**src/rtl/nlc_pkg.sv**
```systemverilog
package nlc_pkg;

	// Result classes
	localparam logic [2:0] CLS_REJECTED   = 3'd0;
	localparam logic [2:0] CLS_POS_INT    = 3'd1;
	localparam logic [2:0] CLS_POS_FLOAT  = 3'd2;
	localparam logic [2:0] CLS_UNDEF_FRAC = 3'd3;
	localparam logic [2:0] CLS_FRAC       = 3'd4;
	localparam logic [2:0] CLS_NEG_INT    = 3'd5;
	localparam logic [2:0] CLS_NEG_FLOAT  = 3'd6;

	// Character codes the recognizer reacts to
	localparam logic [7:0] CH_PLUS  = 8'h2B;
	localparam logic [7:0] CH_MINUS = 8'h2D;
	localparam logic [7:0] CH_POINT = 8'h2E;
	localparam logic [7:0] CH_SLASH = 8'h2F;
	localparam logic [7:0] CH_ZERO  = 8'h30;
	localparam logic [7:0] CH_NINE  = 8'h39;

	// One character step handed to the recognizer
	typedef struct packed {
		logic [7:0] char_code;
		logic       last;
	} step_t;

endpackage

```
**src/rtl/numeric_literal_classifier_core.sv**
```systemverilog
// A string's class reaches m_tvalid via the input register and then the result register.
// Throughput: one character word per cycle; the recognizer state register closes a
// loop, and the input stage stalls only while a finished class waits on m_tready.
// Reset: arst_n clears the recognizer to its start state and drops both valid flags.
module numeric_literal_classifier_core (
	input  logic       clk,
	input  logic       arst_n,
	input  logic       s_tvalid,
	output logic       s_tready,
	input  logic [7:0] s_tdata,   // [7:0] char_code
	input  logic       s_tlast,   // end_of_string
	output logic       m_tvalid,
	input  logic       m_tready,
	output logic [7:0] m_tdata    // [2:0] literal_class, [7:3] zero
);

	logic           valid_s1;
	nlc_pkg::step_t step_s1;
	logic           out_free;
	logic           adv_s1;
	logic [2:0]     class_next;
	logic           m_valid_q;
	logic [2:0]     class_q;

	// Handshake between stages
	assign out_free = !m_valid_q || m_tready;
	assign adv_s1   = valid_s1 && (!step_s1.last || out_free);
	assign s_tready = !valid_s1 || adv_s1;

	// Input register
	always_ff @(posedge clk or negedge arst_n) begin
		if (!arst_n) begin
			valid_s1 <= 1'b0;
		end else if (s_tready) begin
			valid_s1 <= s_tvalid;
		end
	end

	always_ff @(posedge clk) begin
		if (s_tvalid && s_tready) begin
			step_s1.char_code <= s_tdata;
			step_s1.last      <= s_tlast;
		end
	end

	nlc_recognizer u_recognizer (
		.clk           (clk),
		.arst_n        (arst_n),
		.step_en       (adv_s1),
		.step          (step_s1),
		.literal_class (class_next)
	);

	// Result register: load a class only for the last character of a string
	always_ff @(posedge clk or negedge arst_n) begin
		if (!arst_n) begin
			m_valid_q <= 1'b0;
		end else if (out_free) begin
			m_valid_q <= valid_s1 && step_s1.last;
		end
	end

	always_ff @(posedge clk) begin
		if (out_free && valid_s1 && step_s1.last) begin
			class_q <= class_next;
		end
	end

	assign m_tvalid = m_valid_q;
	assign m_tdata  = {5'b0, class_q};

endmodule

```
**src/rtl/nlc_recognizer.sv**
```systemverilog
module nlc_recognizer (
	input  logic               clk,
	input  logic               arst_n,
	input  logic               step_en,
	input  nlc_pkg::step_t     step,
	output logic [2:0]         literal_class
);

	localparam logic [3:0] ST_START      = 4'd0;
	localparam logic [3:0] ST_PLUS       = 4'd1;
	localparam logic [3:0] ST_POS_INT    = 4'd2;
	localparam logic [3:0] ST_POS_POINT  = 4'd3;
	localparam logic [3:0] ST_POS_FLOAT  = 4'd4;
	localparam logic [3:0] ST_SLASH      = 4'd5;
	localparam logic [3:0] ST_DEN_SIGN   = 4'd6;
	localparam logic [3:0] ST_UNDEF_FRAC = 4'd7;
	localparam logic [3:0] ST_FRAC       = 4'd8;
	localparam logic [3:0] ST_MINUS      = 4'd9;
	localparam logic [3:0] ST_NEG_INT    = 4'd10;
	localparam logic [3:0] ST_NEG_POINT  = 4'd11;
	localparam logic [3:0] ST_NEG_FLOAT  = 4'd12;
	localparam logic [3:0] ST_ERROR      = 4'd13;

	logic [3:0] state_q;
	logic [3:0] state_next;
	logic       is_digit;
	logic       is_zero;
	logic       is_plus;
	logic       is_minus;
	logic       is_point;
	logic       is_slash;

	// Decode the character
	always_comb begin
		is_digit = (step.char_code >= nlc_pkg::CH_ZERO) && (step.char_code <= nlc_pkg::CH_NINE);
		is_zero  = (step.char_code == nlc_pkg::CH_ZERO);
		is_plus  = (step.char_code == nlc_pkg::CH_PLUS);
		is_minus = (step.char_code == nlc_pkg::CH_MINUS);
		is_point = (step.char_code == nlc_pkg::CH_POINT);
		is_slash = (step.char_code == nlc_pkg::CH_SLASH);
	end

	// Next state; anything unexpected drops into the sticky error state
	always_comb begin
		state_next = ST_ERROR;
		case (state_q)
			ST_START: begin
				if (is_digit)      state_next = ST_POS_INT;
				else if (is_plus)  state_next = ST_PLUS;
				else if (is_minus) state_next = ST_MINUS;
				else if (is_point) state_next = ST_POS_POINT;
			end
			ST_PLUS: begin
				if (is_digit)      state_next = ST_POS_INT;
				else if (is_point) state_next = ST_POS_POINT;
			end
			ST_POS_INT: begin
				if (is_digit)      state_next = ST_POS_INT;
				else if (is_slash) state_next = ST_SLASH;
				else if (is_point) state_next = ST_POS_POINT;
			end
			ST_POS_POINT, ST_POS_FLOAT: begin
				if (is_digit) state_next = ST_POS_FLOAT;
			end
			ST_SLASH: begin
				if (is_plus || is_minus) state_next = ST_DEN_SIGN;
				else if (is_zero)        state_next = ST_UNDEF_FRAC;
				else if (is_digit)       state_next = ST_FRAC;
			end
			ST_DEN_SIGN, ST_UNDEF_FRAC: begin
				if (is_zero)       state_next = ST_UNDEF_FRAC;
				else if (is_digit) state_next = ST_FRAC;
			end
			ST_FRAC: begin
				if (is_digit) state_next = ST_FRAC;
			end
			ST_MINUS: begin
				if (is_digit)      state_next = ST_NEG_INT;
				else if (is_point) state_next = ST_NEG_POINT;
			end
			ST_NEG_INT: begin
				if (is_digit)      state_next = ST_NEG_INT;
				else if (is_slash) state_next = ST_SLASH;
				else if (is_point) state_next = ST_NEG_POINT;
			end
			ST_NEG_POINT, ST_NEG_FLOAT: begin
				if (is_digit) state_next = ST_NEG_FLOAT;
			end
			default: state_next = ST_ERROR;
		endcase
	end

	// Class of the state reached after this character
	always_comb begin
		case (state_next)
			ST_POS_INT:    literal_class = nlc_pkg::CLS_POS_INT;
			ST_POS_FLOAT:  literal_class = nlc_pkg::CLS_POS_FLOAT;
			ST_UNDEF_FRAC: literal_class = nlc_pkg::CLS_UNDEF_FRAC;
			ST_FRAC:       literal_class = nlc_pkg::CLS_FRAC;
			ST_NEG_INT:    literal_class = nlc_pkg::CLS_NEG_INT;
			ST_NEG_FLOAT:  literal_class = nlc_pkg::CLS_NEG_FLOAT;
			default:       literal_class = nlc_pkg::CLS_REJECTED;
		endcase
	end

	// Advance, or restart after the last character of a string
	always_ff @(posedge clk or negedge arst_n) begin
		if (!arst_n) begin
			state_q <= ST_START;
		end else if (step_en) begin
			state_q <= step.last ? ST_START : state_next;
		end
	end

endmodule

```
**config.mk**
```make
export PLATFORM = sky130hd
export DESIGN_NAME = numeric_literal_classifier_core
export DESIGN_NICKNAME = d
export VERILOG_FILES = /design/src/rtl/nlc_pkg.sv /design/src/rtl/numeric_literal_classifier_core.sv /design/src/rtl/nlc_recognizer.sv
export SDC_FILE = /design/constraint.sdc
export NUM_CORES = 1
export LEC_CHECK = 0
export ABC_AREA = 1
export BUFFER_PORTS_ARGS = -buffer_cell sky130_fd_sc_hd__buf_2
export CELL_PAD_IN_SITES_DETAIL_PLACEMENT = 1
export CELL_PAD_IN_SITES_GLOBAL_PLACEMENT = 2
export CORE_MARGIN = 2
export CORE_UTILIZATION = 29
export CTS_CLUSTER_SIZE = 16
export DETAILED_ROUTE_END_ITERATION = 6
export PLACE_DENSITY = 0.83
export SYNTH_ARGS = -nofsm -noshare
export SYNTH_HDL_FRONTEND = slang
export SYNTH_HIERARCHICAL = 1
export SYNTH_SLANG_ARGS = --single-unit
```
**constraint.sdc**
```tcl
create_clock -name clk -period 1.9 [get_ports clk]
set_clock_uncertainty 0.2 [all_clocks]
set_input_delay 0.19 -clock clk [delete_from_list [all_inputs] [get_ports clk]]
set_output_delay 0.19 -clock clk [all_outputs]
set_load 0.01 [all_outputs]
```
==> results of run 1 <==
[Yosys cell counts]
cell type	n	area share
nand4_1	2	0.011
nand4_2	1	0.011
conb_1	1	0.0032
nor2_2	2	0.011
edfxtp_1	12	0.31
nand3_1	13	0.055
a21oi_1	2	0.0085
nor2_1	27	0.086
dfrtp_1	6	0.13
o21ai_0	3	0.013
nand2_2	3	0.016
buf_4	5	0.032
a22oi_2	1	0.011
inv_1	26	0.083
o21ai_2	1	0.0075
and2_1	1	0.0053
nand2_1	62	0.20
inv_2	1	0.0032
nor2_4	1	0.0096
[layer usage]
metal  up-vias  wire (um)  global-route usage
li1        589          -                   -
met1       550       1360               0.181
met2        16       1630               0.250
met3         4         58              0.0200
met4         0         34              0.0459
met5         -          0                   0
[cell families after synthesis]
family | count (synthesis) | synth area share
AOI/OAI and AO/OA | 7 | 0.0395
other | 1 | 0.00320
and+or+nand+nor | 112 | 0.403
DFF | 18 | 0.435
buffers and inverters | 32 | 0.118
[worst max-delay path: cells and delay by family (launching register included)]
family / cells / cell delay (ns)
buffers and inverters: 1 / 0.07
DFF: 1 / 0.45
and+or+nand+nor: 9 / 0.85
[stage by stage]
stage | TNS, ns | setup WS, ns | utilization | total power, mW
floorplan | 0 | 0.260 | - | 0.770
global placement | 0 | 0.0796 | 0.335 | 0.876
detailed placement | 0 | 0.0404 | 0.335 | 0.887
CTS | 0 | 0.0355 | 0.374 | 1.17
global route | -0.0923 | -0.0431 | 0.402 | 1.37
finish | 0 | 0.0938 | 0.402 | 1.27
[power breakdown]
part | internal [mW] | leakage, nW | switching [mW] | total, mW
sequential | 0.464 | 0.189 | 0.0487 | 0.513
clock | 0.149 | 0.0228 | 0.117 | 0.265
combinational | 0.215 | 0.595 | 0.281 | 0.496
total | 0.828 | 0.807 | 0.446 | 1.27
[state kept, by name (all words and copies together) (netlist names)]
register	count
valid_s1	1
step_s1	9
m_tvalid	1
u_recognizer/state_q	4
class_q	3
[final cells by class]
class	instances	area (sq um)	area share
repair buffers	35	248	0.156
well taps	50	62.6	0.0395
multi-input cells	124	614	0.388
clock buffers	4	45.0	0.0284
flip-flops and latches	18	513	0.324
inverters	27	101	0.0640
[repair_timing]
action | in CTS | in global routing
endpoints found under the setup margin | 0 | 3
endpoints found under the hold margin | 16 | 0
resized for setup | 0 | 25
hold buffers | 11 | 0
buffers inserted | 0 | 4
[path summary, 6_finish.rpt]
path / start / endpoint / slack (ns) / cells after the start
min: m_tready / m_tvalid$_DFFE_PN0P_ / 0.07 / 4
max in group asynchronous: arst_n / u_recognizer/state_q[2]$_DFFE_PN0P_ / 1.25 / 2
min in group asynchronous: arst_n / u_recognizer/state_q[0]$_DFFE_PN0P_ / 0.10 / 2
max reg2reg: u_recognizer/state_q[3]$_DFFE_PN0P_ / class_q[1]$_DFFE_PP_ / 0.09 / 10
max: u_recognizer/state_q[3]$_DFFE_PN0P_ / class_q[1]$_DFFE_PP_ / 0.09 / 10
min reg2reg: valid_s1$_DFFE_PN0P_ / m_tvalid$_DFFE_PN0P_ / 0.37 / 2
==> flow_summary_export.csv, run 1 <==
group,metric,value,unit
global_routing,grt-ovfl-total,0,
run,cap_violations,0,
global_routing,grt_usage,0.143,
placed_design,place_congestion,0.804,
setup_path,end_kind,"flop",
outcome,outcome,"finished, final reports clean",
clocking,clkSlewWorstSetupHoldPaths,0.06,ns
global_routing,antenna_found_initial,0,
die,ios,23,
setup_path,path_cells,"inv_1 > nand2_1 > nor2_2 > nand3_1 > nand2_1 > nand2_1 > nand2_1 > nor2_1 > nand2_1 > nand2_1",
drt,drt-vias-per-instance,4.49,
global_routing,grt_max_degree,11,
synthesis,syn_inst,170,
drt,drt-pass1-iter-count,4,
drt,wl,3090,um
die,start_util,0.297,
sta,min_period,1.81,ns
drt,wl_per_cell,12.0,um
synthesis,netlist_area,1170,sq um
setup_path,crit_arrival,1.61,ns
synthesis,post_synth.cell_area_avg,6.90,sq um
synthesis,ys_seq_elements,18,
clocking,clock-sinks,18,
sta,slew_viol_final,0,
placed_design,dpl_cell_area,1320,sq um
synthesis,yosysSeqAreaShare,0.435,
die,die_y,67.6,um
cells_and_area,fin_area,1580,sq um
cells_and_area,final_common_cell,"nand2_1",
cells_and_area,fin_cells,258,
sta,fin_hold_ws,0.0720,ns
setup_path,path_common_cell,"nand2_1",
synthesis,synthDistinctLibCells,19,
worst_hold_path,worstHoldPathType,"in -> reg",
clocking,clock-root-buffer,"clkbuf_8",
clocking,clkLatencyLatePin,0.25,ns
cells_and_area,synthToLayoutAreaGrowth,35.1,%
die,dieArea,4570,sq um
clocking,htree_num_levels,1,
pwr,peakVddDrop,0.411,mV
drt,drt_iter0_drc,27,
drt,ant_nets,0,
placed_design,dpl.hpwl,2320,um
drt,route.detailed.drc,0,
clocking,cts_made_buffers,3,
placed_design,dp.cells,239,
sta,fmaxAchievable,0.554,GHz
sta,rsz0062_at_grt,"true",
setup_path,crit_type,"reg -> reg",
cells_and_area,nFillCells,497,
pwr,p_leak,0.807,nW
die,core.rowCount,23,
sta,min_period_over_period,0.951,
clocking,cts_tree,"yes",
die,core_area,3940,sq um
die,die_w,67.6,um
clocking,clock_path_buffers,2,
setup_path,start_kind,"flop",
cells_and_area,drive_above_1_share,0.279,
cells_and_area,n_antenna_cell,0,
setup_path,cp_slowest_cell,"dfrtp_2",
pwr,power.density,805,nW/um^2
synthesis,yosys_warnings,6,
sta,hold_viol,0,
placed_design,port_buffers,17,
setup_path,required,1.70,ns
setup_path,path_max_fanout,6,
setup_path,max_stage_delay,0.45,ns
global_routing,grt_pass1_wl,4940,um
cells_and_area,fin_nets,222,
cells_and_area,layout_common_cells,"nand2_1, inv_1, nor2_1",
sta,setup_viol,0,
drt,vias,1159,
global_routing,grt_pass1_vias,1155,
Note: power is estimated with default switching activity, not from simulation.
==> inputs of run 2 (changes only) <==
--- a/config.mk
+++ b/config.mk
@@ -10,10 +10,11 @@
 export CELL_PAD_IN_SITES_DETAIL_PLACEMENT = 1
 export CELL_PAD_IN_SITES_GLOBAL_PLACEMENT = 2
 export CORE_MARGIN = 2
-export CORE_UTILIZATION = 29
+export CORE_UTILIZATION = 31
+export CTS_BUF_LIST = sky130_fd_sc_hd__clkbuf_4
 export CTS_CLUSTER_SIZE = 16
 export DETAILED_ROUTE_END_ITERATION = 6
-export PLACE_DENSITY = 0.83
+export PLACE_DENSITY = 0.87
 export SYNTH_ARGS = -nofsm -noshare
 export SYNTH_HDL_FRONTEND = slang
 export SYNTH_HIERARCHICAL = 1
==> run 2 against run 1 <==
Global-route usage rose by 3.2 points. Total power fell by 3.9%. Via count rose by 3.3%. Fmax fell by 2.8%. Sequential cell count did not move. Core utilization rose by 3.5 points. Highest routed layer unchanged. Register-to-register slack got worse by 0.05 ns. Die area fell by 6.1%. Count of clock-buffer cells in the layout fell by 1.
==> flow_summary_export.csv, run 2 (same netlist as run 1, synthesis figures left out) <==
group,metric,value,unit
outcome,outcome,"finished, final reports clean",
clocking,cts_tree,"yes",
cells_and_area,fin_cells,259,
cells_and_area,nFillCells,474,
drt,ant_nets,0,
die,start_util,0.320,
clocking,cts_made_buffers,3,
setup_path,start_kind,"flop",
pwr,seq_power_share,0.419,
drt,drt-vias-per-instance,4.62,
drt,drt_iter0_drc,16,
cells_and_area,synthToLayoutAreaGrowth,36.5,%
cells_and_area,fin_area,1600,sq um
clocking,clkLatencyLatePin,0.30,ns
global_routing,grt_pass1_wl,5710,um
cells_and_area,fin_util,0.437,
pwr,peakVddDrop,0.461,mV
pwr,clockPowerShare,0.165,
die,ios,23,
placed_design,place_congestion,0.867,
setup_path,path_max_fanout,5,
sta,slew_viol_final,0,
run,cap_violations,0,
die,dieArea,4290,sq um
cells_and_area,fin_nets,225,
setup_path,end_kind,"flop",
global_routing,grt_usage,0.175,
global_routing,grt_max_degree,11,
clocking,clock_path_buffers,2,
clocking,htree_num_levels,1,
placed_design,dpl.hpwl,2430,um
drt,vias,1197,
clocking,clkSlewWorstSetupHoldPaths,0.11,ns
die,core.rowCount,22,
pwr,p_sw,467,uW
cells_and_area,layout_common_cells,"nand2_1, inv_1, nor2_1",
sta,rsz0062_at_grt,"true",
global_routing,grt-ovfl-total,0,
pwr,switching_share,0.381,
die,die_y,65.5,um
pwr,power.density,765,nW/um^2
pwr,internal_power,758,uW
drt,wl,3320,um
cells_and_area,final_common_cell,"nand2_1",
pwr,p_leak,0.811,nW
sta,min_period_over_period,0.978,
drt,route.detailed.drc,0,
sta,fmaxAchievable,0.538,GHz
cells_and_area,n_antenna_cell,0,
global_routing,antenna_found_initial,0,
setup_path,crit_type,"reg -> reg",
placed_design,dpl_cell_area,1320,sq um
setup_path,crit_arrival,1.73,ns
die,core_area,3660,sq um
clocking,clock-sinks,18,
cells_and_area,drive_above_1_share,0.289,
placed_design,dp.cells,237,
cells_and_area,largest_reg_flops,9,
pwr,finalPower,1.22,mW
cells_and_area,regMostFlops,"step_s1",
placed_design,port_buffers,17,
die,die_w,65.5,um
pwr,p_comb_frac,0.416,
global_routing,grt_pass1_vias,1284,
sta,min_period,1.86,ns
sta,setup_viol,0,
drt,wl_per_cell,12.8,um
setup_path,required,1.77,ns
cells_and_area,reg_top3,"step_s1: 9 flops, u_recognizer/state_q: 4 flops, class_q: 3 flops",
drt,drt-pass1-iter-count,4,
sta,hold_viol,0,
worst_hold_path,worstHoldPathType,"in -> async",
clocking,clock-root-buffer,"clkbuf_4",
-- run 2: cell types whose count changed in the layout (fill, tap and decap cells not counted), sizes merged --
cell         delta
buf             +1
clkbuf          -1
dlygate4sd3     +2
clkinv          +1
-- run 2: critical path: stages (launching register included) --
cell      delay [ns]
edfxtp_1        0.48
o21ai_2         0.25
nand3_2         0.16
buf_6           0.15
a22oi_2         0.15
nand3_2         0.10
nand2_1         0.09
nand2_1         0.06
-- run 2: layout make-up --
type,count,area (sq um),area share
tap,48,60.1,0.0375
sequential,18,514,0.321
timing repair buffer,38,279,0.174
clock buffer,3,22.5,0.0141
clock inverter,1,3.75,0.00235
inverter,27,101,0.0633
multi-input combinational,124,619,0.387
-- run 2: through the flow --
stage               TNS, ns  setup WS, ns  hold WS, ns
floorplan                 0         0.260       -0.306
global placement          0        0.0797       -0.180
detailed placement  -0.0277       -0.0277       -0.173
CTS                       0        0.0135       0.0260
global route         -0.389        -0.102       0.0429
finish                    0        0.0412       0.0280
-- run 2: power by group through the flow --
stage,Clock [mW],Sequential [mW],Combinational [mW]
finish,0.202,0.514,0.509
global route,0.211,0.522,0.580
CTS,0.206,0.508,0.400
detailed placement,0,0.516,0.377
global placement,0,0.512,0.363
floorplan,0,0.505,0.264
-- run 2: repair_timing --
| action | CTS | global route |
|---|---|---|
| buffers inserted | 0 | 5 |
| hold buffers | 13 | 0 |
| hold endpoints to repair | 17 | 0 |
| resized for setup | 1 | 26 |
| pin swaps | 1 | 11 |
| setup endpoints to repair | 1 | 5 |
-- run 2: final timing paths --
kind / cells past startpoint / from / slack (ns) / end
max: 7 / step_s1[2]$_DFFE_PP_ / 0.04 / class_q[1]$_DFFE_PP_
min: 2 / arst_n / 0.03 / u_recognizer/state_q[2]$_DFFE_PN0P_
max reg2reg: 7 / step_s1[2]$_DFFE_PP_ / 0.04 / class_q[1]$_DFFE_PP_
min reg2reg: 2 / valid_s1$_DFFE_PN0P_ / 0.40 / m_tvalid$_DFFE_PN0P_
max in group asynchronous: 2 / arst_n / 1.31 / u_recognizer/state_q[3]$_DFFE_PN0P_
min in group clk: 2 / s_tdata[4] / 0.40 / step_s1[5]$_DFFE_PP_
-- run 2: per-layer routing --
metal | routed length [um] | up-vias | global-route usage | share of wire
li1 | - | 599 | - | -
met1 | 1370 | 569 | 0.194 | 0.41
met2 | 1780 | 25 | 0.334 | 0.54
met3 | 124 | 4 | 0.0154 | 0.037
met4 | 43 | 0 | 0.0781 | 0.013
met5 | 0 | - | 0 | 0
==> inputs of run 3 (changes only) <==
--- a/config.mk
+++ b/config.mk
@@ -14,7 +14,7 @@
 export CTS_BUF_LIST = sky130_fd_sc_hd__clkbuf_4
 export CTS_CLUSTER_SIZE = 16
 export DETAILED_ROUTE_END_ITERATION = 6
-export PLACE_DENSITY = 0.87
+export PLACE_DENSITY = 0.84
 export SYNTH_ARGS = -nofsm -noshare
 export SYNTH_HDL_FRONTEND = slang
 export SYNTH_HIERARCHICAL = 1
==> run 3 against run 2 <==
The run now ends with setup timing left. First-iteration DRC count stayed put. Total power down 1.8%. Count of clock-buffer cells in the layout unchanged. Combinational power fell by 2%. Final cell count unchanged. Clock power down 6%. Worst setup slack lost 0.060 ns. Die area unchanged. Sequential cell count stayed put. Critical path type unchanged. Critical endpoint unchanged.
==> flow_summary_export.csv, run 3 (same netlist as run 1, synthesis figures left out) <==
group,metric,value,unit
outcome,outcome,"finished, violations left",
outcome,violations,"setup timing",
pwr,power.density,747,nW/um^2
clocking,cts_made_buffers,3,
die,start_util,0.320,
placed_design,dp.cells,237,
global_routing,grt_usage,0.160,
pwr,p_leak,0.808,nW
setup_path,end_kind,"flop",
clocking,clock-sinks,18,
clocking,clkSlewWorstSetupHoldPaths,0.10,ns
drt,drt-vias-per-instance,4.52,
setup_path,crit_arrival,1.76,ns
drt,drt_iter0_drc,16,
placed_design,place_ws,0.0203,ns
cells_and_area,final_common_cell,"nand2_1",
setup_path,required,1.74,ns
cells_and_area,regMostFlops,"step_s1",
clocking,clkLatencyLatePin,0.29,ns
global_routing,grt_max_degree,11,
cells_and_area,fin_nets,225,
setup_path,path_max_fanout,5,
sta,slew_viol_final,0,
sta,fin_ws,-0.0185,ns
sta,min_period_over_period,1.01,
worst_hold_path,worstHoldPathType,"in -> reg",
die,ios,23,
global_routing,grt-ovfl-total,0,
cells_and_area,drive_above_1_share,0.313,
cells_and_area,largest_reg_flops,9,
die,die_y,65.5,um
drt,ant_nets,0,
clocking,clock-root-buffer,"clkbuf_4",
cells_and_area,layout_common_cells,"nand2_1, inv_1, nor2_1, buf_2",
pwr,peakVddDrop,0.417,mV
clocking,htree_num_levels,1,
global_routing,antenna_found_initial,0,
sta,fin_hold_ws,0.0165,ns
cells_and_area,fin_cells,259,
placed_design,place_congestion,0.839,
cells_and_area,reg_top3,"step_s1: 9 flops, u_recognizer/state_q: 4 flops, class_q: 3 flops",
cells_and_area,n_antenna_cell,0,
sta,min_period,1.92,ns
die,dieArea,4290,sq um
drt,wl_per_cell,13.2,um
global_routing,grt_pass1_wl,5180,um
sta,hold_viol,0,
clocking,clock_path_buffers,2,
placed_design,port_buffers,17,
setup_path,path_cells,"o21ai_2 > nand3_2 > nand2_1 > nand2_1 > nor2_1 > nand3_1 > nand2_1 > nand2_1",
cells_and_area,fin_area,1610,sq um
setup_path,start_kind,"flop",
global_routing,grt_pass1_vias,1222,
sta,fmaxAchievable,0.521,GHz
setup_path,cp_slowest_cell,"edfxtp_1",
die,core.rowCount,22,
placed_design,dpl_cell_area,1320,sq um
die,die_w,65.5,um
drt,drt-pass1-iter-count,4,
setup_path,path_common_cell,"nand2_1",
pwr,finalPower,1.20,mW
setup_path,max_stage_delay,0.49,ns
cells_and_area,synthToLayoutAreaGrowth,37.2,%
run,cap_violations,0,
sta,rsz0062_at_grt,"true",
sta,setup_viol,1,
drt,route.detailed.drc,0,
placed_design,dpl.hpwl,2510,um
setup_path,crit_type,"reg -> reg",
drt,wl,3410,um
clocking,cts_tree,"yes",
die,core_area,3660,sq um
drt,vias,1170,
## run 3: changes by cell type in the layout (fill, tap and decap cells not counted)
cell and change:
nand2_1 -2, nand2_2 +2, buf_6 -1, nand3_2 -1
dlygate4sd3_1 -1, inv_2 +1, nor2_2 +1, buf_4 +2
nor2_1 -1, inv_1 -1, nand3_4 +1
## run 3: final cells by class
cell class	count	area (sq um)
flip-flops and latches	18	514
clock buffers	3	22.5
well taps	48	60.1
multi-input cells	124	634
fillers	467	2050
repair buffers	38	273
inverters	27	101
clock inverters	1	3.75
## run 3: worst paths after layout
| path | cells after the start | to | slack [ns] | from |
|---|---|---|---|---|
| hold / removal | 4 | m_tvalid$_DFFE_PN0P_ | 0.02 | m_tready |
| min in group asynchronous | 2 | valid_s1$_DFFE_PN0P_ | 0.05 | arst_n |
| hold reg to reg | 2 | u_recognizer/state_q[2]$_DFFE_PN0P_ | 0.39 | u_recognizer/state_q[2]$_DFFE_PN0P_ |
| setup reg to reg | 8 | class_q[1]$_DFFE_PP_ | -0.02 | step_s1[2]$_DFFE_PP_ |
| setup / recovery | 8 | class_q[1]$_DFFE_PP_ | -0.02 | step_s1[2]$_DFFE_PP_ |
| max in group asynchronous | 2 | u_recognizer/state_q[1]$_DFFE_PN0P_ | 1.29 | arst_n |
## run 3: through the flow
| stage | TNS [ns] | utilization |
|---|---|---|
| 2_1_floorplan | 0 | - |
| 3_3_place_gp | 0 | 0.360 |
| 3_5_place_dp | 0 | 0.360 |
| 4_1_cts | -0.00605 | 0.400 |
| 5_1_grt | -0.374 | 0.440 |
| 6_report | -0.0185 | 0.440 |
## run 3: where the power goes
part / total, mW / internal [mW] / switching [mW]
registers: 0.515 / 0.464 / 0.0512
logic: 0.497 / 0.213 / 0.284
clock network: 0.190 / 0.0762 / 0.114
## run 3: worst max-delay path, delay by kind of cell, from the launching register on
family | cells | cell delay [ns]
AO/OA/AOI/OAI | 1 | 0.26
AND/OR/NAND/NOR | 7 | 0.72
flip-flops | 1 | 0.49
## run 3: timing repair
action	4_1_cts	5_1_grt
pin swaps	0	12
gates resized for setup	0	31
endpoints found under the setup margin	1	5
hold endpoints to repair	16	0
setup buffers	0	6
hold buffers	12	0
## run 3: routing by layer
| layer | up-vias | track usage | share of wire |
|---|---|---|---|
| li1 | 594 | - | - |
| met1 | 547 | 0.168 | 0.40 |
| met4 | 0 | 0.0625 | 0.023 |
| met2 | 21 | 0.316 | 0.55 |
| met5 | - | 0 | 0 |
| met3 | 8 | 0.0188 | 0.025 |
